==> src/rtl/core/glmf_pkg.sv <==
// Shared types and constants of the grid local maximum finder.
// Used by glmf_result_fifo and grid_local_maximum_finder; depends on nothing.
package glmf_pkg;

    // Default sizes handed to the top level parameters.
    localparam int DEF_MAX_COLS    = 1024;
    localparam int DEF_MAX_ROWS    = 1024;
    localparam int DEF_SAMPLE_BITS = 32;

    // Fixed field widths of the configuration and result ports.
    localparam int CFG_W      = 11;
    localparam int POS_W      = 11;
    localparam int TOTAL_W    = 21;
    localparam int APB_ADDR_W = 3;
    localparam int APB_DATA_W = 32;

    // Register values after reset.
    localparam int RESET_NUM_ROWS = 1024;
    localparam int RESET_NUM_COLS = 1024;

    // The frame total saturates at all ones.
    localparam logic [TOTAL_W-1:0] TOTAL_MAX = '1;

    // Result queue depth; one item pushes at most two results.
    localparam int RESULT_FIFO_DEPTH = 4;

    // Register index, taken from the word address bit of paddr.
    localparam logic REG_NUM_ROWS = 1'b0;
    localparam logic REG_NUM_COLS = 1'b1;

    typedef enum logic {
        OP_SAMPLE = 1'b0,
        OP_FLUSH  = 1'b1
    } glmf_opcode_t;

    typedef enum logic {
        KIND_PEAK  = 1'b0,
        KIND_TOTAL = 1'b1
    } glmf_kind_t;

    typedef struct packed {
        glmf_kind_t          kind;
        logic [POS_W-1:0]    row;
        logic [POS_W-1:0]    col;
        logic [TOTAL_W-1:0]  total;
        logic                last;
    } glmf_result_t;

    // Results produced by one accepted item.
    typedef struct packed {
        logic peak;
        logic total;
    } glmf_push_t;

endpackage

==> src/rtl/core/glmf_result_fifo.sv <==
// Small result queue between the decision logic and the result channel.
// Depends on glmf_pkg for the result and push types.
module glmf_result_fifo import glmf_pkg::*; (
    input  logic         aclk,
    input  logic         aresetn,
    input  glmf_push_t   push,
    input  glmf_result_t peak_item,
    input  glmf_result_t total_item,
    output logic         has_room,
    output logic         out_valid,
    input  logic         out_ready,
    output glmf_result_t out_item
);

    localparam int DEPTH = RESULT_FIFO_DEPTH;
    localparam int PTR_W = $clog2(DEPTH);
    localparam int CNT_W = $clog2(DEPTH + 1);

    glmf_result_t     entry_reg [DEPTH];
    logic [PTR_W-1:0] wr_ptr_reg;
    logic [PTR_W-1:0] wr_ptr_next;
    logic [PTR_W-1:0] rd_ptr_reg;
    logic [PTR_W-1:0] rd_ptr_next;
    logic [CNT_W-1:0] count_reg;
    logic [CNT_W-1:0] count_next;
    logic [CNT_W-1:0] push_n;
    logic [PTR_W-1:0] total_ptr;
    logic             pop;

    // Room for the worst case of two results from one item.
    assign has_room  = count_reg <= CNT_W'(DEPTH - 2);
    assign out_valid = count_reg != '0;
    assign out_item  = entry_reg[rd_ptr_reg];
    assign pop       = out_valid && out_ready;

    always_comb begin
        push_n      = CNT_W'(push.peak) + CNT_W'(push.total);
        total_ptr   = push.peak ? wr_ptr_reg + PTR_W'(1) : wr_ptr_reg;
        wr_ptr_next = wr_ptr_reg + PTR_W'(push_n);
        rd_ptr_next = pop ? rd_ptr_reg + PTR_W'(1) : rd_ptr_reg;
        count_next  = count_reg + push_n - CNT_W'(pop);
    end

    always_ff @(posedge aclk) begin
        if (!aresetn) begin
            wr_ptr_reg <= '0;
            rd_ptr_reg <= '0;
            count_reg  <= '0;
        end else begin
            wr_ptr_reg <= wr_ptr_next;
            rd_ptr_reg <= rd_ptr_next;
            count_reg  <= count_next;
        end
    end

    always_ff @(posedge aclk) begin
        if (push.peak) begin
            entry_reg[wr_ptr_reg] <= peak_item;
        end
        if (push.total) begin
            entry_reg[total_ptr] <= total_item;
        end
    end

endmodule
==> config.mk <==
export PLATFORM = sky130hd
export DESIGN_NAME = glmf_result_fifo
export DESIGN_NICKNAME = d
export VERILOG_FILES = /design/src/rtl/core/glmf_pkg.sv /design/src/rtl/core/glmf_result_fifo.sv
export SDC_FILE = /design/constraint.sdc
export NUM_CORES = 1
export LEC_CHECK = 0
export BUFFER_PORTS_ARGS = -buffer_cell sky130_fd_sc_hd__buf_4
export CAP_MARGIN = 20
export CORE_MARGIN = 4
export CORE_UTILIZATION = 50
export DETAILED_ROUTE_END_ITERATION = 10
export PLACE_DENSITY = 0.74
export SLEW_MARGIN = 20
export SYNTH_ARGS = -nofsm -noshare
export SYNTH_HDL_FRONTEND = slang
export SYNTH_SLANG_ARGS = --single-unit
==> constraint.sdc <==
create_clock -name aclk -period 3 [get_ports aclk]
set_input_delay 0.3 -clock aclk [delete_from_list [all_inputs] [get_ports aclk]]
set_output_delay 0.3 -clock aclk [all_outputs]
set_load 0.05 [all_outputs]
==> impl_metrics.py, run 1 <==
metrics = {
    "synth": {
        "synth_xor_xnor_area_share": 0.005658,
        "syn_area_um2": 9288,
        "yosys_warnings": 0,
        "ys_types": 32,
        "syn_avg_cell_area_um2": 18.80,
        "synth-simple-area-share": 0.01320,
        "synth_top_family_by_area": "multiplexers",
        "synth_compound_area_frac": 0.01051,
        "synth_ff_type": "edfxtp_1",
        "synthDominantCellAreaShare": 0.5820,
        "synth_edf_count": 180,
        "yosys-top-cells-area": "edfxtp_1 58%, mux2_2 20%, mux4_2 11%, dfxtp_1 1.9%, buf_6 1.5%",
        "yosysTopAreaCell": "edfxtp_1",
        "syn_nets": 599,
        "yosys-mux-area-fraction": 0.3274,
        "synth_adder_area_share": 0.01428,
        "async_flop_share": 0,
        "syn-instance-count": 494,
        "ys_seq_area_frac": 0.6014,
        "synth-seq-cells": 189,
    },
    "clocking": {
        "cts_setup_buffers": 0,
        "cts_sinks": 189,
        "clk_latency_ns": 0.43,
        "ctsResizeCount": 0,
        "cts-hold-fix-buffers": 0,
        "clk_path_buf_depth": 2,
        "cts_tree": "done",
        "clk_pin_slew_ns": 0.07,
        "htree_levels": 4,
        "cts_made_buffers": 17,
        "clock-root-buffer": "clkbuf_16",
    },
    "setup_path": {
        "cp.arrival_ns": 2.98,
        "startpoint": "wr_ptr_reg[0]",
        "start_kind": "register",
        "cpPeakStageDelay_ns": 0.58,
        "reg2regPathDepth": 6,
        "r2r-end": "entry_reg[1][43]",
        "crit_path_end_kind": "register",
        "cp-endpoint": "entry_reg[1][43]",
        "crit_fanout": 18,
        "reg2reg_slack_ns": 0.19,
        "crit_chain": "inv_1 > ha_1 > nor3b_1 > o21ai_4 > buf_4 > mux2_2",
        "r2r-start": "wr_ptr_reg[0]",
        "cp_slowest_cell": "dfxtp_1",
        "crit_required_ns": 3.17,
        "crit_type": "register to register",
    },
    "layout": {
        "final_cell_area_um2": 11280,
        "largest_reg_flops": 180,
        "final_nets": 751,
        "num_antenna_cells": 0,
        "area_growth_syn_to_layout_pct": 21.42,
        "fill_cells": 1285,
        "drive_above_1_share": 0.6297,
    },
    "sta": {
        "setup_ws_ns": 0.1890,
        "drv_slew": 0,
        "relSlewSlack": 0.3657,
        "period_share": 0.9370,
        "fmax_ghz": 0.3557,
        "whs_ns": 0.1366,
        "rsz0062_at_grt": "false",
        "fin_crit_ns": 2.811,
        "setup_violations": 0,
        "tightestPinTransition_ns": 0.9514,
        "hold_viol": 0,
        "clock-skew-final_ns": 0.007114,
        "tns_ns": 0,
    },
    "global_routing": {
        "grt_antenna_before_repair": 0,
        "grt_pass1_wl_um": 30840,
        "grt_pass1_vias": 5634,
        "globalRouteOverflowTotal": 0,
        "grt_usage": 0.2000,
        "grt_max_degree": 32,
    },
    "power_and_ir_drop": {
        "power.leakage_nw": 3.987,
        "peakVddDrop_mv": 0.5024,
        "total_power_mw": 9.334,
        "powerDensity_nw_per_um2": 827.7,
    },
    "place": {
        "port_buffers": 141,
        "gp_congestion": 0.7334,
        "preCtsSetupSlack_ns": 0.1874,
        "hpwl_um": 13020,
        "place_area_um2": 10660,
    },
    "detailed_routing": {
        "wl_per_cell_um": 22.60,
        "drc": 0,
        "drt_wl_total_um": 20070,
        "first_iter_violations": 252,
        "drtAntennaViolNets": 0,
        "vias": 5128,
        "drt_pass1_iterations": 4,
        "viasPerCell": 5.775,
    },
    "floorplanning": {
        "fp.dieH_um": 144.3,
        "rows": 49,
        "io_pins": 142,
        "die_area_um2": 20820,
        "core_area_um2": 18090,
        "start_util": 0.5135,
        "die_x_um": 144.3,
    },
    "run": {
        "maxCapViolCount": 0,
    },
    "hold_path": {
        "min_path_type": "input pin to register",
    },
    "outcome": {
        "status": "completed",
    },
}
layer usage:
layer,vias to the layer above,global-route usage,wire length [um]
li1,2307,-,-
met1,2663,0.2521,8144
met2,138,0.3458,10520
met3,20,0.05324,1112
met4,0,0.05056,297
met5,-,0,0
through the flow:
stage,cells,util
3_3_place_gp,856,0.5891
5_1_grt,888,0.6235
6_report,888,0.6235
2_1_floorplan,494,-
4_1_cts,888,0.6235
3_5_place_dp,856,0.5891
layout by cell type, fill, tap and decap left out, types with 2 or more instances in the layout:
master	n
clkinv_4	2
bufinv_16	4
nand2_1	2
o21ai_4	2
clkinvlp_4	3
buf_12	6
clkinv_1	2
nor2b_1	3
clkbuf_16	17
a21o_2	2
o31ai_4	2
dfxtp_1	7
mux4_2	45
and2_1	5
xnor2_1	5
nor3b_1	2
edfxtp_1	180
nand2_2	3
ha_1	9
buf_4	155
inv_1	7
mux2_2	168
mux2_1	12
cells by family (layout without fill, tap and decap cells):
| logic type | count (synthesis) | after routing |
|---|---|---|
| multiplexers | 225 | 225 |
| AND/OR/NAND/NOR | 20 | 20 |
| AO/OA/AOI/OAI | 9 | 9 |
| flip-flops | 189 | 189 |
| adder cells (fa/ha/maj) | 10 | 10 |
| XOR/XNOR | 6 | 6 |
| buffers and inverters | 35 | 200 |
synthesized netlist by cell type (all sizes together) (3+ instances only):
cell	number
mux4	45
inv	7
nor2b	3
edfxtp	180
and2	5
mux2	180
xnor2	5
clkbuf	5
nand2	5
buf	23
ha	9
dfxtp	9
area by class of cell:
type,count,area (um^2),share of cell area
tap,229,286.5,0.02541
sequential,189,5590,0.4957
timing repair buffer,161,1284,0.1138
clock buffer,18,429.2,0.03806
clock inverter,14,192.7,0.01709
inverter,7,26.28,0.002330
multi-input combinational,270,3468,0.3076
worst max-delay path, delay by kind of cell, from the launching register on:
kind | cells | cell delay [ns]
AOI/OAI and AO/OA | 1 | 0.51
adders and majority gates | 1 | 0.39
buffers and inverters | 2 | 0.59
DFF | 1 | 0.58
muxes | 1 | 0.38
and+or+nand+nor | 1 | 0.09
power by group:
| group | leakage, nW | switching (mW) | internal [mW] |
|---|---|---|---|
| clock | 0.294 | 0.959 | 1.40 |
| sequential | 1.76 | 0.171 | 3.38 |
| combinational | 1.94 | 2.06 | 1.37 |
how the worst min path moves through the flow:
stage | endpoint | depth (start not counted) | start
after floorplan | count_reg[0] | 1 | aresetn
after global placement | rd_ptr_reg[0] | 2 | rd_ptr_reg[0]
after detailed placement | wr_ptr_reg[1] | 2 | aresetn
after CTS | wr_ptr_reg[1] | 2 | aresetn
after global routing | wr_ptr_reg[0] | 2 | aresetn
final | wr_ptr_reg[1] | 2 | aresetn
Power figures use the tool's default switching activity.
==> inputs of run 2 (changes only) <==
--- a/config.mk
+++ b/config.mk
@@ -9,6 +9,7 @@
 export CAP_MARGIN = 20
 export CORE_MARGIN = 4
 export CORE_UTILIZATION = 50
+export CTS_BUF_LIST = sky130_fd_sc_hd__clkbuf_16
 export DETAILED_ROUTE_END_ITERATION = 10
 export PLACE_DENSITY = 0.74
 export SLEW_MARGIN = 20
==> impl_metrics.py, run 2 (synthesis gave the netlist of run 1 again) <==
metrics = {
    "run": {
        "maxCapViolCount": 0,
    },
    "floorplanning": {
        "io_pins": 142,
        "die_area_um2": 20820,
        "rows": 49,
        "fp.dieH_um": 144.3,
        "core_area_um2": 18090,
        "start_util": 0.5135,
        "die_x_um": 144.3,
    },
    "sta": {
        "relSlewSlack": 0.3657,
        "fin_crit_ns": 2.811,
        "fmax_ghz": 0.3557,
        "hold_viol": 0,
        "whs_ns": 0.1366,
        "period_share": 0.9370,
        "setup_ws_ns": 0.1890,
        "rsz0062_at_grt": "false",
        "drv_slew": 0,
        "tightestPinTransition_ns": 0.9514,
        "clock-skew-final_ns": 0.007114,
        "tns_ns": 0,
        "setup_violations": 0,
    },
    "place": {
        "dp_cells": 856,
        "hpwl_um": 13020,
        "preCtsSetupSlack_ns": 0.1874,
        "gp_congestion": 0.7334,
        "port_buffers": 141,
        "place_area_um2": 10660,
    },
    "setup_path": {
        "crit_type": "register to register",
        "start_kind": "register",
        "crit_path_end_kind": "register",
        "crit_required_ns": 3.17,
        "crit_fanout": 18,
        "cp_slowest_cell": "dfxtp_1",
        "path_buf_inv": 2,
        "cp.depth": 6,
        "cpLargestDelayFamily": "buffers and inverters",
        "crit_chain": "inv_1 > ha_1 > nor3b_1 > o21ai_4 > buf_4 > mux2_2",
        "reg2regPathDepth": 6,
        "cp.arrival_ns": 2.98,
        "cpPeakStageDelay_ns": 0.58,
    },
    "layout": {
        "finalCoreUtilization": 0.6235,
        "final_nets": 751,
        "area_growth_syn_to_layout_pct": 21.42,
        "drive_above_1_share": 0.6297,
        "final_cell_area_um2": 11280,
        "num_antenna_cells": 0,
        "largest_reg_flops": 180,
        "fin_cells": 888,
        "mostFrequentLayoutCell": "edfxtp_1",
        "final_cell_mix": "180 x edfxtp_1, 168 x mux2_2, 155 x buf_4",
    },
    "detailed_routing": {
        "drtAntennaViolNets": 0,
        "drt-met1-wl_um": 8144,
        "vias": 5128,
        "met2_wirelength_um": 10520,
        "first_iter_violations": 252,
        "drc": 0,
        "dr.max_layer_used": "met4",
        "drt_wl_total_um": 20070,
        "viasPerCell": 5.775,
        "dr_wl_met3_um": 1112,
        "wl_per_cell_um": 22.60,
        "drt_pass1_iterations": 4,
    },
    "global_routing": {
        "grt_usage": 0.2000,
        "grt_max_degree": 32,
        "grt_pass1_vias": 5634,
        "grt_antenna_before_repair": 0,
        "grt_pass1_wl_um": 30840,
        "globalRouteOverflowTotal": 0,
    },
    "clocking": {
        "clk_latency_ns": 0.43,
        "cts_tree": "done",
        "htree_levels": 4,
        "clk_pin_slew_ns": 0.07,
        "ctsResizeCount": 0,
        "cts_made_buffers": 17,
        "cts-hold-fix-buffers": 0,
        "clk_path_buf_depth": 2,
        "clock-root-buffer": "clkbuf_16",
        "cts_setup_buffers": 0,
        "cts_sinks": 189,
    },
    "power_and_ir_drop": {
        "powerDensity_nw_per_um2": 827.4,
        "peakVddDrop_mv": 0.5024,
        "total_power_mw": 9.331,
        "power.leakage_nw": 3.992,
    },
    "outcome": {
        "status": "completed",
    },
    "hold_path": {
        "whs_path_depth": 2,
        "min_path_type": "input pin to register",
    },
}
## run 2: changes by cell type in the layout (fill, tap and decap cells not counted), sizes merged
| cell | change |
|---|---|
| inv | +1 |
| clkbuf | -1 |
## run 2: final cells by class
class,instances,area (um^2)
well taps,229,286.5
inverters,7,26.28
multi-input cells,270,3468
clock buffers,17,425.4
clock inverters,15,196.4
fillers,1285,6809
flip-flops and latches,189,5590
repair buffers,161,1284
## run 2: per-layer routing
metal	track usage	vias to the layer above
li1	-	2307
met1	0.2521	2663
met2	0.3458	138
met3	0.05324	20
met4	0.05056	0
met5	0	-
## run 2: final timing paths
kind                  from                to  slack (ns)
max          wr_ptr_reg[0]  entry_reg[1][43]        0.19
max reg2reg  wr_ptr_reg[0]  entry_reg[1][43]        0.19
min                aresetn     wr_ptr_reg[1]        0.14
min reg2reg  rd_ptr_reg[0]          register        0.59
## run 2: power by group
group	leakage (nW)	total (mW)	switching, mW	internal [mW]
clock	0.298	2.35	0.959	1.39
sequential	1.76	3.55	0.171	3.38
combinational	1.94	3.43	2.06	1.37
